**src/rau_pkg.sv**
```systemverilog
`default_nettype none

package rau_pkg;

    // operation codes carried in tuser
    localparam logic [1:0] OP_ADD = 2'd0;
    localparam logic [1:0] OP_MUL = 2'd1;
    localparam logic [1:0] OP_INC = 2'd2;
    localparam logic [1:0] OP_CMP = 2'd3;

    // result field widths, fixed by the output format
    localparam int RES_NUM_W = 32;
    localparam int RES_DEN_W = 30;
    localparam int RES_BITS  = RES_NUM_W + RES_DEN_W + 1;
    localparam int OUT_TW    = ((RES_BITS + 7) / 8) * 8;

    localparam int UPC_W = 5;
    typedef logic [UPC_W-1:0] upc_t;

    // microprogram addresses
    localparam upc_t U_EMIT      = 5'd0;
    localparam upc_t U_IDLE      = 5'd1;
    localparam upc_t U_DISP_MUL  = 5'd2;
    localparam upc_t U_DISP_INC  = 5'd3;
    localparam upc_t U_DISP_CMP  = 5'd4;
    localparam upc_t U_ADD0      = 5'd5;
    localparam upc_t U_ADD1      = 5'd6;
    localparam upc_t U_ADD2      = 5'd7;
    localparam upc_t U_MUL0      = 5'd8;
    localparam upc_t U_MUL1      = 5'd9;
    localparam upc_t U_DEN       = 5'd10;
    localparam upc_t U_INC       = 5'd11;
    localparam upc_t U_CMP       = 5'd12;
    localparam upc_t U_CHECK     = 5'd13;
    localparam upc_t U_TWOS      = 5'd14;
    localparam upc_t U_SAVE      = 5'd15;
    localparam upc_t U_STEIN     = 5'd16;
    localparam upc_t U_GTEST     = 5'd17;
    localparam upc_t U_DIVN      = 5'd18;
    localparam upc_t U_DIVN_LOOP = 5'd19;
    localparam upc_t U_DIVD      = 5'd20;
    localparam upc_t U_DIVD_LOOP = 5'd21;
    localparam upc_t U_DENQ      = 5'd22;
    localparam upc_t U_KEEP      = 5'd23;

    // datapath micro-operations
    typedef enum logic [4:0] {
        UOP_NOP,
        UOP_LOAD,
        UOP_NUM_P,
        UOP_NUM_ADD,
        UOP_DEN_P,
        UOP_INC,
        UOP_CMP,
        UOP_INIT_XY,
        UOP_HALVE2,
        UOP_SAVE,
        UOP_STEIN,
        UOP_DIV_N,
        UOP_DIV_STEP,
        UOP_DIV_D,
        UOP_DEN_Q,
        UOP_KEEP,
        UOP_EMIT
    } uop_t;

    // multiplier operand pair
    typedef enum logic [2:0] {
        MS_NONE,
        MS_AN_BD,
        MS_AN_BN,
        MS_BN_AD,
        MS_AD_BD
    } msel_t;

    // jump conditions
    typedef enum logic [3:0] {
        C_NEVER,
        C_ALWAYS,
        C_NO_IN,
        C_OP_MUL,
        C_OP_INC,
        C_OP_CMP,
        C_NO_REDUCE,
        C_BOTH_EVEN,
        C_XY_NE,
        C_X_ONE,
        C_CNT_NZ,
        C_OUT_FULL
    } cond_t;

    typedef struct packed {
        uop_t  uop;
        msel_t msel;
        cond_t cond;
        upc_t  target;
        logic  in_ready;
    } ctrl_t;

    typedef struct packed {
        logic op_mul;
        logic op_inc;
        logic op_cmp;
        logic no_reduce;
        logic both_even;
        logic xy_ne;
        logic x_one;
        logic cnt_nz;
        logic out_full;
    } stat_t;

endpackage

`default_nettype wire

```
**src/rau_ucode_rom.sv**
```systemverilog
`default_nettype none

module rau_ucode_rom import rau_pkg::*;
(
    input  upc_t  addr,
    output ctrl_t word
);

    always_comb
    begin
        case (addr)
            U_EMIT:      word = '{UOP_EMIT,     MS_NONE,  C_OUT_FULL,  U_EMIT,      1'b0};
            U_IDLE:      word = '{UOP_LOAD,     MS_NONE,  C_NO_IN,     U_IDLE,      1'b1};
            U_DISP_MUL:  word = '{UOP_NOP,      MS_NONE,  C_OP_MUL,    U_MUL0,      1'b0};
            U_DISP_INC:  word = '{UOP_NOP,      MS_NONE,  C_OP_INC,    U_INC,       1'b0};
            U_DISP_CMP:  word = '{UOP_NOP,      MS_NONE,  C_OP_CMP,    U_CMP,       1'b0};
            // add: an*bd + bn*ad over ad*bd
            U_ADD0:      word = '{UOP_NOP,      MS_AN_BD, C_NEVER,     U_IDLE,      1'b0};
            U_ADD1:      word = '{UOP_NUM_P,    MS_BN_AD, C_NEVER,     U_IDLE,      1'b0};
            U_ADD2:      word = '{UOP_NUM_ADD,  MS_AD_BD, C_ALWAYS,    U_DEN,       1'b0};
            // multiply: an*bn over ad*bd
            U_MUL0:      word = '{UOP_NOP,      MS_AN_BN, C_NEVER,     U_IDLE,      1'b0};
            U_MUL1:      word = '{UOP_NUM_P,    MS_AD_BD, C_NEVER,     U_IDLE,      1'b0};
            U_DEN:       word = '{UOP_DEN_P,    MS_NONE,  C_ALWAYS,    U_CHECK,     1'b0};
            U_INC:       word = '{UOP_INC,      MS_NONE,  C_ALWAYS,    U_CHECK,     1'b0};
            U_CMP:       word = '{UOP_CMP,      MS_NONE,  C_ALWAYS,    U_EMIT,      1'b0};
            // reduction: strip common twos, odd gcd, then two divides unless the odd gcd is one
            U_CHECK:     word = '{UOP_INIT_XY,  MS_NONE,  C_NO_REDUCE, U_EMIT,      1'b0};
            U_TWOS:      word = '{UOP_HALVE2,   MS_NONE,  C_BOTH_EVEN, U_TWOS,      1'b0};
            U_SAVE:      word = '{UOP_SAVE,     MS_NONE,  C_NEVER,     U_IDLE,      1'b0};
            U_STEIN:     word = '{UOP_STEIN,    MS_NONE,  C_XY_NE,     U_STEIN,     1'b0};
            U_GTEST:     word = '{UOP_NOP,      MS_NONE,  C_X_ONE,     U_KEEP,      1'b0};
            U_DIVN:      word = '{UOP_DIV_N,    MS_NONE,  C_NEVER,     U_IDLE,      1'b0};
            U_DIVN_LOOP: word = '{UOP_DIV_STEP, MS_NONE,  C_CNT_NZ,    U_DIVN_LOOP, 1'b0};
            U_DIVD:      word = '{UOP_DIV_D,    MS_NONE,  C_NEVER,     U_IDLE,      1'b0};
            U_DIVD_LOOP: word = '{UOP_DIV_STEP, MS_NONE,  C_CNT_NZ,    U_DIVD_LOOP, 1'b0};
            U_DENQ:      word = '{UOP_DEN_Q,    MS_NONE,  C_ALWAYS,    U_EMIT,      1'b0};
            U_KEEP:      word = '{UOP_KEEP,     MS_NONE,  C_ALWAYS,    U_EMIT,      1'b0};
            default:     word = '{UOP_NOP,      MS_NONE,  C_ALWAYS,    U_IDLE,      1'b0};
        endcase
    end

endmodule

`default_nettype wire

```
**src/rau_sequencer.sv**
```systemverilog
`default_nettype none

module rau_sequencer import rau_pkg::*;
(
    input  logic  clk,
    input  logic  rst_n,
    input  logic  in_valid,
    input  stat_t stat,
    output ctrl_t ctrl
);

    upc_t pc_reg;
    upc_t pc_next;
    logic take;

    rau_ucode_rom u_rom
    (
        .addr (pc_reg),
        .word (ctrl)
    );

    always_comb
    begin
        case (ctrl.cond)
            C_NEVER:     take = 1'b0;
            C_ALWAYS:    take = 1'b1;
            C_NO_IN:     take = !in_valid;
            C_OP_MUL:    take = stat.op_mul;
            C_OP_INC:    take = stat.op_inc;
            C_OP_CMP:    take = stat.op_cmp;
            C_NO_REDUCE: take = stat.no_reduce;
            C_BOTH_EVEN: take = stat.both_even;
            C_XY_NE:     take = stat.xy_ne;
            C_X_ONE:     take = stat.x_one;
            C_CNT_NZ:    take = stat.cnt_nz;
            C_OUT_FULL:  take = stat.out_full;
            default:     take = 1'b0;
        endcase
    end

    always_comb
    begin
        if (take)
        begin
            pc_next = ctrl.target;
        end
        else
        begin
            pc_next = pc_reg + upc_t'(1);
        end
    end

    always_ff @(posedge clk or negedge rst_n)
    begin
        if (!rst_n)
        begin
            pc_reg <= U_IDLE;
        end
        else
        begin
            pc_reg <= pc_next;
        end
    end

endmodule

`default_nettype wire

```
**src/rau_datapath.sv**
```systemverilog
`default_nettype none

module rau_datapath import rau_pkg::*;
#(
    parameter int OPERAND_BITS = 16
)
(
    input  logic                           clk,
    input  logic                           rst_n,
    input  ctrl_t                          ctrl,
    input  logic                           in_valid,
    input  logic [1:0]                     in_op,
    input  logic signed [OPERAND_BITS-1:0] in_a_num,
    input  logic [OPERAND_BITS-2:0]        in_a_den,
    input  logic signed [OPERAND_BITS-1:0] in_b_num,
    input  logic [OPERAND_BITS-2:0]        in_b_den,
    input  logic                           out_ready,
    output stat_t                          stat,
    output logic                           out_valid,
    output logic [RES_NUM_W-1:0]           res_num,
    output logic [RES_DEN_W-1:0]           res_den,
    output logic                           is_equal
);

    localparam int W   = OPERAND_BITS;
    localparam int NW  = 2 * W;
    localparam int GW  = 2 * W - 1;
    localparam int CW  = $clog2(GW);
    localparam int XW  = (NW > RES_NUM_W) ? NW : RES_NUM_W;
    localparam int DXW = (GW > RES_DEN_W) ? GW : RES_DEN_W;

    // operand and working registers
    logic [1:0]             op_reg,  op_next;
    logic signed [W-1:0]    an_reg,  an_next;
    logic [W-2:0]           ad_reg,  ad_next;
    logic signed [W-1:0]    bn_reg,  bn_next;
    logic [W-2:0]           bd_reg,  bd_next;
    logic signed [NW-1:0]   p_reg,   p_next;
    logic signed [NW-1:0]   num_reg, num_next;
    logic [GW-1:0]          den_reg, den_next;
    logic                   eq_reg,  eq_next;
    logic [GW-1:0]          x_reg,   x_next;
    logic [GW-1:0]          y_reg,   y_next;
    logic [GW-1:0]          n_reg,   n_next;
    logic [GW-1:0]          d_reg,   d_next;
    logic [GW-1:0]          q_reg,   q_next;
    logic [GW-1:0]          r_reg,   r_next;
    logic [CW-1:0]          cnt_reg, cnt_next;

    // output register
    logic                   out_valid_reg, out_valid_next;
    logic [RES_NUM_W-1:0]   res_num_reg,   res_num_next;
    logic [RES_DEN_W-1:0]   res_den_reg,   res_den_next;
    logic                   res_eq_reg,    res_eq_next;

    logic signed [W-1:0]    mul_a;
    logic signed [W-1:0]    mul_b;
    logic signed [NW-1:0]   mul_prod;
    logic                   x_gt;
    logic [GW-1:0]          big;
    logic [GW-1:0]          lit;
    logic [GW-1:0]          dif;
    logic [GW:0]            r_sh;
    logic [GW+1:0]          r_dif;
    logic                   r_ge;
    logic signed [XW-1:0]   num_ext;
    logic [DXW-1:0]         den_ext;
    logic                   out_full;

    // shared multiplier, denominators enter as non-negative values
    always_comb
    begin
        case (ctrl.msel)
            MS_AN_BD:
            begin
                mul_a = an_reg;
                mul_b = signed'({1'b0, bd_reg});
            end
            MS_AN_BN:
            begin
                mul_a = an_reg;
                mul_b = bn_reg;
            end
            MS_BN_AD:
            begin
                mul_a = bn_reg;
                mul_b = signed'({1'b0, ad_reg});
            end
            MS_AD_BD:
            begin
                mul_a = signed'({1'b0, ad_reg});
                mul_b = signed'({1'b0, bd_reg});
            end
            default:
            begin
                mul_a = an_reg;
                mul_b = bn_reg;
            end
        endcase
    end

    assign mul_prod = NW'(mul_a) * NW'(mul_b);

    // stein step: larger minus smaller
    assign x_gt = x_reg > y_reg;
    assign big  = x_gt ? x_reg : y_reg;
    assign lit  = x_gt ? y_reg : x_reg;
    assign dif  = big - lit;

    // restoring divide by the odd gcd held in x
    assign r_sh  = {r_reg, q_reg[GW-1]};
    assign r_dif = {1'b0, r_sh} - {2'b00, x_reg};
    assign r_ge  = !r_dif[GW+1];

    assign out_full = out_valid_reg && !out_ready;

    assign stat.op_mul    = (op_reg == OP_MUL);
    assign stat.op_inc    = (op_reg == OP_INC);
    assign stat.op_cmp    = (op_reg == OP_CMP);
    assign stat.no_reduce = num_reg[NW-1] || (num_reg == '0) || (den_reg == '0);
    assign stat.both_even = !x_reg[0] && !y_reg[0];
    assign stat.xy_ne     = (x_reg != y_reg);
    assign stat.x_one     = (x_reg == GW'(1));
    assign stat.cnt_nz    = (cnt_reg != '0);
    assign stat.out_full  = out_full;

    always_comb
    begin
        op_next  = op_reg;
        an_next  = an_reg;
        ad_next  = ad_reg;
        bn_next  = bn_reg;
        bd_next  = bd_reg;
        num_next = num_reg;
        den_next = den_reg;
        eq_next  = eq_reg;
        x_next   = x_reg;
        y_next   = y_reg;
        n_next   = n_reg;
        d_next   = d_reg;
        q_next   = q_reg;
        r_next   = r_reg;
        cnt_next = cnt_reg;

        if (ctrl.msel != MS_NONE)
        begin
            p_next = mul_prod;
        end
        else
        begin
            p_next = p_reg;
        end

        case (ctrl.uop)
            UOP_LOAD:
            begin
                if (in_valid)
                begin
                    op_next = in_op;
                    an_next = in_a_num;
                    ad_next = in_a_den;
                    bn_next = in_b_num;
                    bd_next = in_b_den;
                    eq_next = 1'b0;
                end
            end
            UOP_NUM_P:
            begin
                num_next = p_reg;
            end
            UOP_NUM_ADD:
            begin
                num_next = num_reg + p_reg;
            end
            UOP_DEN_P:
            begin
                den_next = p_reg[GW-1:0];
            end
            UOP_INC:
            begin
                num_next = NW'(an_reg) + signed'(NW'(ad_reg));
                den_next = GW'(ad_reg);
            end
            UOP_CMP:
            begin
                eq_next  = (an_reg == bn_reg) && (ad_reg == bd_reg);
                num_next = '0;
                den_next = '0;
            end
            UOP_INIT_XY:
            begin
                x_next = num_reg[GW-1:0];
                y_next = den_reg;
            end
            UOP_HALVE2:
            begin
                if (!x_reg[0] && !y_reg[0])
                begin
                    x_next = x_reg >> 1;
                    y_next = y_reg >> 1;
                end
            end
            UOP_SAVE:
            begin
                n_next = x_reg;
                d_next = y_reg;
            end
            UOP_STEIN:
            begin
                if (x_reg != y_reg)
                begin
                    if (!x_reg[0])
                    begin
                        x_next = x_reg >> 1;
                    end
                    else if (!y_reg[0])
                    begin
                        y_next = y_reg >> 1;
                    end
                    else if (x_gt)
                    begin
                        x_next = dif >> 1;
                    end
                    else
                    begin
                        y_next = dif >> 1;
                    end
                end
            end
            UOP_DIV_N:
            begin
                q_next   = n_reg;
                r_next   = '0;
                cnt_next = CW'(GW - 1);
            end
            UOP_DIV_STEP:
            begin
                r_next   = r_ge ? r_dif[GW-1:0] : r_sh[GW-1:0];
                q_next   = {q_reg[GW-2:0], r_ge};
                cnt_next = cnt_reg - CW'(1);
            end
            UOP_DIV_D:
            begin
                num_next = signed'(NW'(q_reg));
                q_next   = d_reg;
                r_next   = '0;
                cnt_next = CW'(GW - 1);
            end
            UOP_DEN_Q:
            begin
                den_next = q_reg;
            end
            UOP_KEEP:
            begin
                num_next = signed'(NW'(n_reg));
                den_next = d_reg;
            end
            default:
            begin
            end
        endcase
    end

    // result formatting: numerator sign-extends, denominator zero-extends
    assign num_ext = XW'(num_reg);
    assign den_ext = DXW'(den_reg);

    always_comb
    begin
        out_valid_next = out_valid_reg;
        res_num_next   = res_num_reg;
        res_den_next   = res_den_reg;
        res_eq_next    = res_eq_reg;
        if ((ctrl.uop == UOP_EMIT) && !out_full)
        begin
            out_valid_next = 1'b1;
            res_num_next   = num_ext[RES_NUM_W-1:0];
            res_den_next   = den_ext[RES_DEN_W-1:0];
            res_eq_next    = eq_reg;
        end
        else if (out_ready)
        begin
            out_valid_next = 1'b0;
        end
    end

    always_ff @(posedge clk or negedge rst_n)
    begin
        if (!rst_n)
        begin
            out_valid_reg <= 1'b0;
        end
        else
        begin
            out_valid_reg <= out_valid_next;
        end
    end

    always_ff @(posedge clk)
    begin
        op_reg      <= op_next;
        an_reg      <= an_next;
        ad_reg      <= ad_next;
        bn_reg      <= bn_next;
        bd_reg      <= bd_next;
        p_reg       <= p_next;
        num_reg     <= num_next;
        den_reg     <= den_next;
        eq_reg      <= eq_next;
        x_reg       <= x_next;
        y_reg       <= y_next;
        n_reg       <= n_next;
        d_reg       <= d_next;
        q_reg       <= q_next;
        r_reg       <= r_next;
        cnt_reg     <= cnt_next;
        res_num_reg <= res_num_next;
        res_den_reg <= res_den_next;
        res_eq_reg  <= res_eq_next;
    end

    assign out_valid = out_valid_reg;
    assign res_num   = res_num_reg;
    assign res_den   = res_den_reg;
    assign is_equal  = res_eq_reg;

endmodule

`default_nettype wire

```
**src/rational_arith_unit_top.sv**
```systemverilog
`default_nettype none

// channel | dir | transaction carries                  | tdata / tuser layout (lsb first)
// --------+-----+--------------------------------------+---------------------------------------
// s_axis  | in  | one operation on two fractions       | tdata: a_num, a_den, b_num, b_den, pad
//         |     |                                      | tuser: op
// m_axis  | out | one result fraction or equality flag | tdata: res_num, res_den, is_equal, pad
//
// steps: compare results and unreduced results skip the reduction steps; reduced results
//   strip common factors of two and run the iterative gcd loop, then the two bit-serial
//   divides when the odd gcd is above one
// reset: rst_n puts the sequencer at its idle step and clears the output valid, the block then waits for input
// stalls: a finished result sits in the output register; the next transaction is taken while
//   it waits, and the sequencer holds at its emit step only if a second result is ready first

module rational_arith_unit_top import rau_pkg::*;
#(
    parameter int OPERAND_BITS = 16
)
(
    input  logic                                        clk,
    input  logic                                        rst_n,

    input  logic                                        s_axis_tvalid,
    output logic                                        s_axis_tready,
    // a_num, a_den, b_num, b_den, zero pad
    input  logic [((4*OPERAND_BITS-2+7)/8)*8-1:0]       s_axis_tdata,
    // op
    input  logic [1:0]                                  s_axis_tuser,

    output logic                                        m_axis_tvalid,
    input  logic                                        m_axis_tready,
    // res_num, res_den, is_equal, zero pad
    output logic [OUT_TW-1:0]                           m_axis_tdata
);

    localparam int W = OPERAND_BITS;

    ctrl_t                ctrl;
    stat_t                stat;
    logic signed [W-1:0]  a_num;
    logic [W-2:0]         a_den;
    logic signed [W-1:0]  b_num;
    logic [W-2:0]         b_den;
    logic [RES_NUM_W-1:0] res_num;
    logic [RES_DEN_W-1:0] res_den;
    logic                 is_equal;

    // unpack the input transaction
    assign a_num = signed'(s_axis_tdata[W-1:0]);
    assign a_den = s_axis_tdata[2*W-2:W];
    assign b_num = signed'(s_axis_tdata[3*W-2:2*W-1]);
    assign b_den = s_axis_tdata[4*W-3:3*W-1];

    // only the idle step of the program takes input
    assign s_axis_tready = ctrl.in_ready;

    rau_sequencer u_seq
    (
        .clk      (clk),
        .rst_n    (rst_n),
        .in_valid (s_axis_tvalid),
        .stat     (stat),
        .ctrl     (ctrl)
    );

    rau_datapath #(
        .OPERAND_BITS (OPERAND_BITS)
    ) u_dp
    (
        .clk       (clk),
        .rst_n     (rst_n),
        .ctrl      (ctrl),
        .in_valid  (s_axis_tvalid),
        .in_op     (s_axis_tuser),
        .in_a_num  (a_num),
        .in_a_den  (a_den),
        .in_b_num  (b_num),
        .in_b_den  (b_den),
        .out_ready (m_axis_tready),
        .stat      (stat),
        .out_valid (m_axis_tvalid),
        .res_num   (res_num),
        .res_den   (res_den),
        .is_equal  (is_equal)
    );

    // pack the result transaction
    assign m_axis_tdata = {{(OUT_TW-RES_BITS){1'b0}}, is_equal, res_den, res_num};

endmodule

`default_nettype wire

```
**config.mk**
```make
export PLATFORM = sky130hd
export DESIGN_NAME = rational_arith_unit_top
export DESIGN_NICKNAME = d
export VERILOG_FILES = /design/src/rau_pkg.sv /design/src/rau_ucode_rom.sv /design/src/rau_sequencer.sv /design/src/rau_datapath.sv /design/src/rational_arith_unit_top.sv
export SDC_FILE = /design/constraint.sdc
export NUM_CORES = 2
export LEC_CHECK = 0
export BUFFER_PORTS_ARGS = -buffer_cell sky130_fd_sc_hd__buf_2
export CAP_MARGIN = 20
export CORE_MARGIN = 2
export CORE_UTILIZATION = 45
export DETAILED_ROUTE_END_ITERATION = 10
export SLEW_MARGIN = 30
export SYNTH_ARGS = -nofsm -noshare
export SYNTH_HDL_FRONTEND = slang
export SYNTH_SLANG_ARGS = --single-unit
```
**constraint.sdc**
```tcl
create_clock -name clk -period 27.8 [get_ports clk]
set_clock_uncertainty 0.05 [all_clocks]
set_input_delay 2.78 -clock clk [delete_from_list [all_inputs] [get_ports clk]]
set_output_delay 2.78 -clock clk [all_outputs]
set_load 0.01 [all_outputs]
```
After elaboration in Yosys (flattened, before gate mapping)
Memories as Yosys holds them, arrays and structs flattened.
Cells that the tools add are included.
{ "word_totals": {"rom_bits": 576, "out_inout_bits": 66, "n_memories": 1, "ff_bits": 420} }
{ "memory_table": {"columns": ["name", "depth", "word_bits", "rd", "rd_ports_with_merged_regs", "write_ports", "line_no", "rtl"], "rows": [
  ["(no name shown)", 32, 18, 1, 0, 0, "rau_ucode_rom.sv:11", "case (addr)"]
]} }
{ "op_classes": {"n_mul": 1, "addsub": 6, "n_mux": 28, "order_cmp": 1, "n_eq_ne": 44, "n_reduce_logical": 31} }
{ "op_table": {"columns": ["cell", "count"], "rows": [
  ["$mux W31", 13],
  ["$pmux W31 S3", 3],
  ["$pmux W32 S6", 1],
  ["$pmux W31 S5", 1],
  ["$pmux W16 S2", 2],
  ["$pmux W31 S2", 1],
  ["$eq A5 B4 Y1 const B", 8],
  ["$sub A32 B31 Y33", 1],
  ["$add A32 B32 Y32", 1],
  ["$logic_not A32 Y1", 1],
  ["$mul A16 B16 Y32", 1],
  ["$eq A31 B1 Y1 const B", 1],
  ["$gt A31 B31 Y1", 1],
  ["$logic_not A31 Y1", 1],
  ["$ne A31 B31 Y1", 1],
  ["$sub A31 B31 Y31", 1],
  ["$eq A5 B3 Y1 const B", 4],
  ["$add A16 B16 Y17", 1],
  ["$eq A16 B16 Y1", 1],
  ["$eq A4 B3 Y1 const B", 4],
  ["$eq A4 B4 Y1 const B", 4],
  ["$eq A15 B15 Y1", 1],
  ["$pmux W1 S11", 1],
  ["$eq A5 B2 Y1 const B", 2],
  ["30 further kinds", 55]
]} }

Longest topological paths before layout
{ "depth": {"ltp_word": 8, "ltp_mapped": 38} }

By module
Synthesis repeated with hierarchy kept, for this count alone.
{ "hier_totals": {"cells_unflattened": 3386, "area_unflattened_um2": 34576.9} }
{ "by_module_without_submodules": {"columns": ["module", "seq_area_each_um2", "instances", "area_per_inst_um2", "cells_each"], "rows": [
  ["rau_datapath", 12456.9, 1, 33467.1, 3260],
  ["rau_ucode_rom", 0.0, 1, 679.4, 91],
  ["rau_sequencer", 126.4, 1, 411.6, 32],
  ["rational_arith_unit_top", 0.0, 1, 18.8, 3]
]} }

Worst setup path after synthesis
OpenSTA, ideal clock, no wires.
{ "synth_timing": {"path_type": "register -> register", "start": "register u_seq.pc_reg[0]", "end": "register u_dp.p_reg[30], data pin", "slack_ns": 18.692, "path_stages_with_launch": 37, "path_buffers": 3, "arrival_time_ns": 8.801, "path_cell_list": "dfstp_2 -> inv_1 -> ha_1 -> nor2b_1 -> and3_1 -> nor2b_1 -> and2_1 -> clkbuf_1 -> nor2_1 -> clkbuf_1 -> clkbuf_1 -> a221oi_1 -> nor2_1 -> fa_1 -> inv_1 -> fa_1 -> fa_1 -> fa_1 -> inv_1 -> fa_1 -> inv_1 -> fa_1 -> inv_1 -> ha_1 -> a21o_1 -> a21o_1 -> a21o_1 -> a21oi_1 -> o211ai_1 -> o211ai_1 -> o21ai_0 -> o41a_1 -> nand4_1 -> nand3_1 -> a31o_2 -> a21oi_1 -> xnor2_1"} }
{ "synth_via": {"elab_chain_len": 5, "word_cells_on_any_way": 8, "cone_classes": "1 x mul; 3 x eq/ne; 2 x mux; 1 x reduce/logical; 1 x memory"} }
{ "synth_lines": {"columns": ["item", "line_no", "rtl"], "rows": [
  ["from (decl)", "rau_sequencer.sv:12", "upc_t pc_reg;"],
  ["from (signal assigned)", "rau_sequencer.sv:61", "pc_reg <= pc_next;"],
  ["$mem_v2 Z32 W18 *", null, null],
  ["$eq A3 B1 Y1 / $eq A3 B3 Y1 (equally long branches)", "rau_datapath.sv:73", "case (ctrl.msel)"],
  ["$reduce_or A2 Y1 (no source line)", null, null],
  ["$pmux W16 S2", "rau_datapath.sv:73", null],
  ["$mul A16 B16 Y32 *", "rau_datapath.sv:102", "assign mul_prod = NW'(mul_a) * NW'(mul_b);"],
  ["via u_dp.mul_prod[30]", "rau_datapath.sv:58", "logic signed [NW-1:0] mul_prod;"],
  ["to (signal assigned)", "rau_datapath.sv:306", "p_reg <= p_next;"],
  ["to (decl)", "rau_datapath.sv:38", "logic signed [NW-1:0] p_reg, p_next;"]
]} }
Mark *: on every way through the listed nets, which the timed path passes. The rest lies on a longest branch.
A chain may end at the register's enable or synchronous reset.

Final worst setup path
{ "layout_timing": {"start": "register u_seq.pc_reg[0]", "end": "register u_dp.p_reg[31], data pin"} }
Same word-level chain as after synthesis.

==> impl_results.md <==
* Outcome: completed
* Ports at 136
* Maxcap violations at 0
* Grt total ovfl at 0
* Synth Area in Adders at 23.15%
* Syn nets at 3,881
* Tmin final at 10,680 ps
* Avg Inst Size Synth at 10.14 sq um
* Via/cell ratio at 5.790
* Max Slew Vio Count at 0
* CTS resizes at 0
* 1st-iter DRT viols at 2,671
* Unique masters post-synth at 88
* Post-CTS Setup Repair Bufs at 0
* WP buf/inv at 8
* Die X at 278.4 um
* Crit-path slowest cell: and2_1
* Final worst-path cycle share at 38.42%
* Wire length per cell at 21.44 um
* XOR/XNOR Fraction of Synth Area at 4.109%
* Syn-to-layout area delta at 10.42%
* Hold_buf cts at 0
* Top_reg_cell synth: edfxtp_1
* Tot GR Track Use at 24.66%
* Critical path's top delay family: adder cells
* Simple-gate portion of the synthesized area at 12.23%
* CTS Root Cell: clkbuf_16
* CP Depth at 36
* Routability congestion estimate at 0.9456
* Ant. Diodes at 0
* Kind of end point of the critical path: flip-flop
* Post-synth top area share at 36.68%
* Rel. slew slack at 28.42%
* Max incr delay on CP at 640 ps
* RSZ-0062 raised after global routing: no
* Compound-Gate Fraction of Synth Area at 15.15%
* Worst-path fanout max at 30
* CTS tree: built
* Final setup fails at 0
* Std-Cell Rows at 100
* Critical path type: reg2reg
* Initial Util at 45.53%
* Startpoint types: flip-flop
* WP data required at 28,070 ps
* Fraction of registers with async set or reset after synthesis at 1.429%
* 1st-pass router iterations at 8
* Largest family of logic cells by synthesized area: adder cells
* Final number of hold-violating endpoints at 0
* First-pass GRT wire length at 148,300 um
* Sum Neg Setup Slack at 0 ps
* Area leader, netlist: edfxtp_1
* Die ar. at 77,530 sq um
* Clock Pin Slew Worst Setup and Hold Paths at 60 ps
* Met2 Use GR at 40.04%
* Share of layout cells above drive strength 1 at 9.224%
* Synth area leaders: edfxtp_1, fa_1, ha_1, inv_1, nor2_1
* Clock latency on the worst-skew pair at 610 ps
* Most used cell, CP: fa_1
* Grt met3 use at 3.047%
* Post-Syn Instances at 3,343
* Post-DP HPWL at 74,450 um
* Residual DRC count at 0
* Routed wire length at 95,390 um
* Htree depth at 2
* Most Used Layer, Global Route: met2
* Num CTS Buffers at 49
* DR vias at 25,760
* # clock sinks at 420
* Reg2reg path depth at 36
* Core area at 74,450 sq um
* Synth warn at 0
* Number of global-route vias before repair at 25,370
* Die Y at 278.4 um
* #FFs+latches synth at 420
* Worst Tran Pin Value at 1070 ps
* Syn Std Cell Area at 33,890 sq um
* Post-synth EDFFs at 414
* FMAX at 0.09361 GHz
* Sequential fraction of the synthesis area at 37.13%
* Post-DRT Antenna Nets at 0
* Largest net degree at the start of global routing at 69
* CP arrival at 10,950 ps
* PortBufs at 132
* Clock Tree Buf Depth at 3
* Number of nets in the layout at 3,978
* Hold-critical path depth at 0
* HP Class: reg2reg
* Post-synthesis mux area share at 1.643%
* Met1 GRT Util at 34.49%
* Initial antenna violation count at 0
[per-stage QoR]
| step | instances | utilization [%] | worst slack (ps) | hold slack [ps] | area, sq um |
|---|---|---|---|---|---|
| finish | 4449 | 50.27 | 17120 | 414.3 | 37420 |
| global route | 4449 | 50.27 | 16470 | 412.8 | 37420 |
| CTS | 4448 | 50.26 | 17170 | 422.4 | 37420 |
| detailed placement | 4357 | 48.09 | 17200 | 407.8 | 35800 |
| global placement | 4351 | 47.95 | 17120 | 400.0 | 35700 |
| floorplan | 3343 | - | 18690 | 350.3 | 33890 |
[final timing paths]
kind                            startpoint               to  slack (ps)
min in group asynchronous            rst_n  u_seq.pc_reg[1]        1950
setup / recovery           u_seq.pc_reg[0]   u_dp.p_reg[31]       17120
hold reg to reg                u_dp.eq_reg    u_dp.is_equal         410
setup reg to reg           u_seq.pc_reg[0]   u_dp.p_reg[31]       17120
hold / removal                 u_dp.eq_reg    u_dp.is_equal         410
max in group asynchronous            rst_n  u_seq.pc_reg[0]       25520
[final cells by class]
type	instances	area (sq um)
Fill cell	6834	37020
Multi-Input combinational cell	2342	19250
Sequential cell	420	12580
Inverter	445	1670
Clock buffer	53	1241
Tap cell	969	1212
Timing Repair Buffer	182	1082
Clock inverter	38	380.4
[placed cells by master, fill, tap and decap left out, types with 23 or more instances in the layout]
cell type / synthesis / routed
xnor2_1: 90 / 90
nor2b_1: 25 / 25
ha_1: 203 / 203
nand2b_1: 26 / 26
nand2_1: 300 / 300
clkbuf_16: 0 / 49
a222oi_1: 70 / 70
mux2i_1: 50 / 50
nor4_1: 34 / 33
o21ai_0: 112 / 109
a221oi_1: 28 / 26
a22oi_1: 66 / 66
edfxtp_1: 414 / 414
o21bai_1: 23 / 23
a21oi_1: 190 / 189
buf_4: 5 / 44
nor3_1: 38 / 37
xor2_1: 69 / 69
fa_1: 265 / 265
nand4_1: 29 / 29
inv_1: 443 / 443
and3_1: 32 / 32
a21o_1: 54 / 54
buf_2: 21 / 132
nand3_1: 54 / 53
nor2_1: 314 / 303
[metal layers]
metal,vias up,wire length [um]
met5,-,0
met3,153,6459
met1,12640,41670
met2,949,44120
met4,0,3145
li1,12020,-
[cell families after synthesis]
group / Yosys count
mux: 55
compound gates: 743
simple gates: 916
xor+xnor: 159
fa+ha+maj: 468
buf+inv: 581
other cells: 1
flops: 420
[cells in the mapped netlist, drive strengths merged (20+ instances only)]
library cell	number
nor4	34
fa	265
o21a	20
clkbuf	103
xnor2	90
o21ai	126
ha	203
o21bai	23
nor3	39
edfxtp	414
nand4	29
a222oi	70
a22oi	66
and2	21
nand3	54
a221oi	28
and3	32
nor2	315
a21o	54
nand2b	27
nand2	300
buf	33
a21oi	192
mux2i	50
xor2	69
nor2b	25
inv	444
a31oi	20
Power is left out: the tool's default activity adds up to more than one toggle a clock period on the data nets, which glitch-free logic cannot reach.
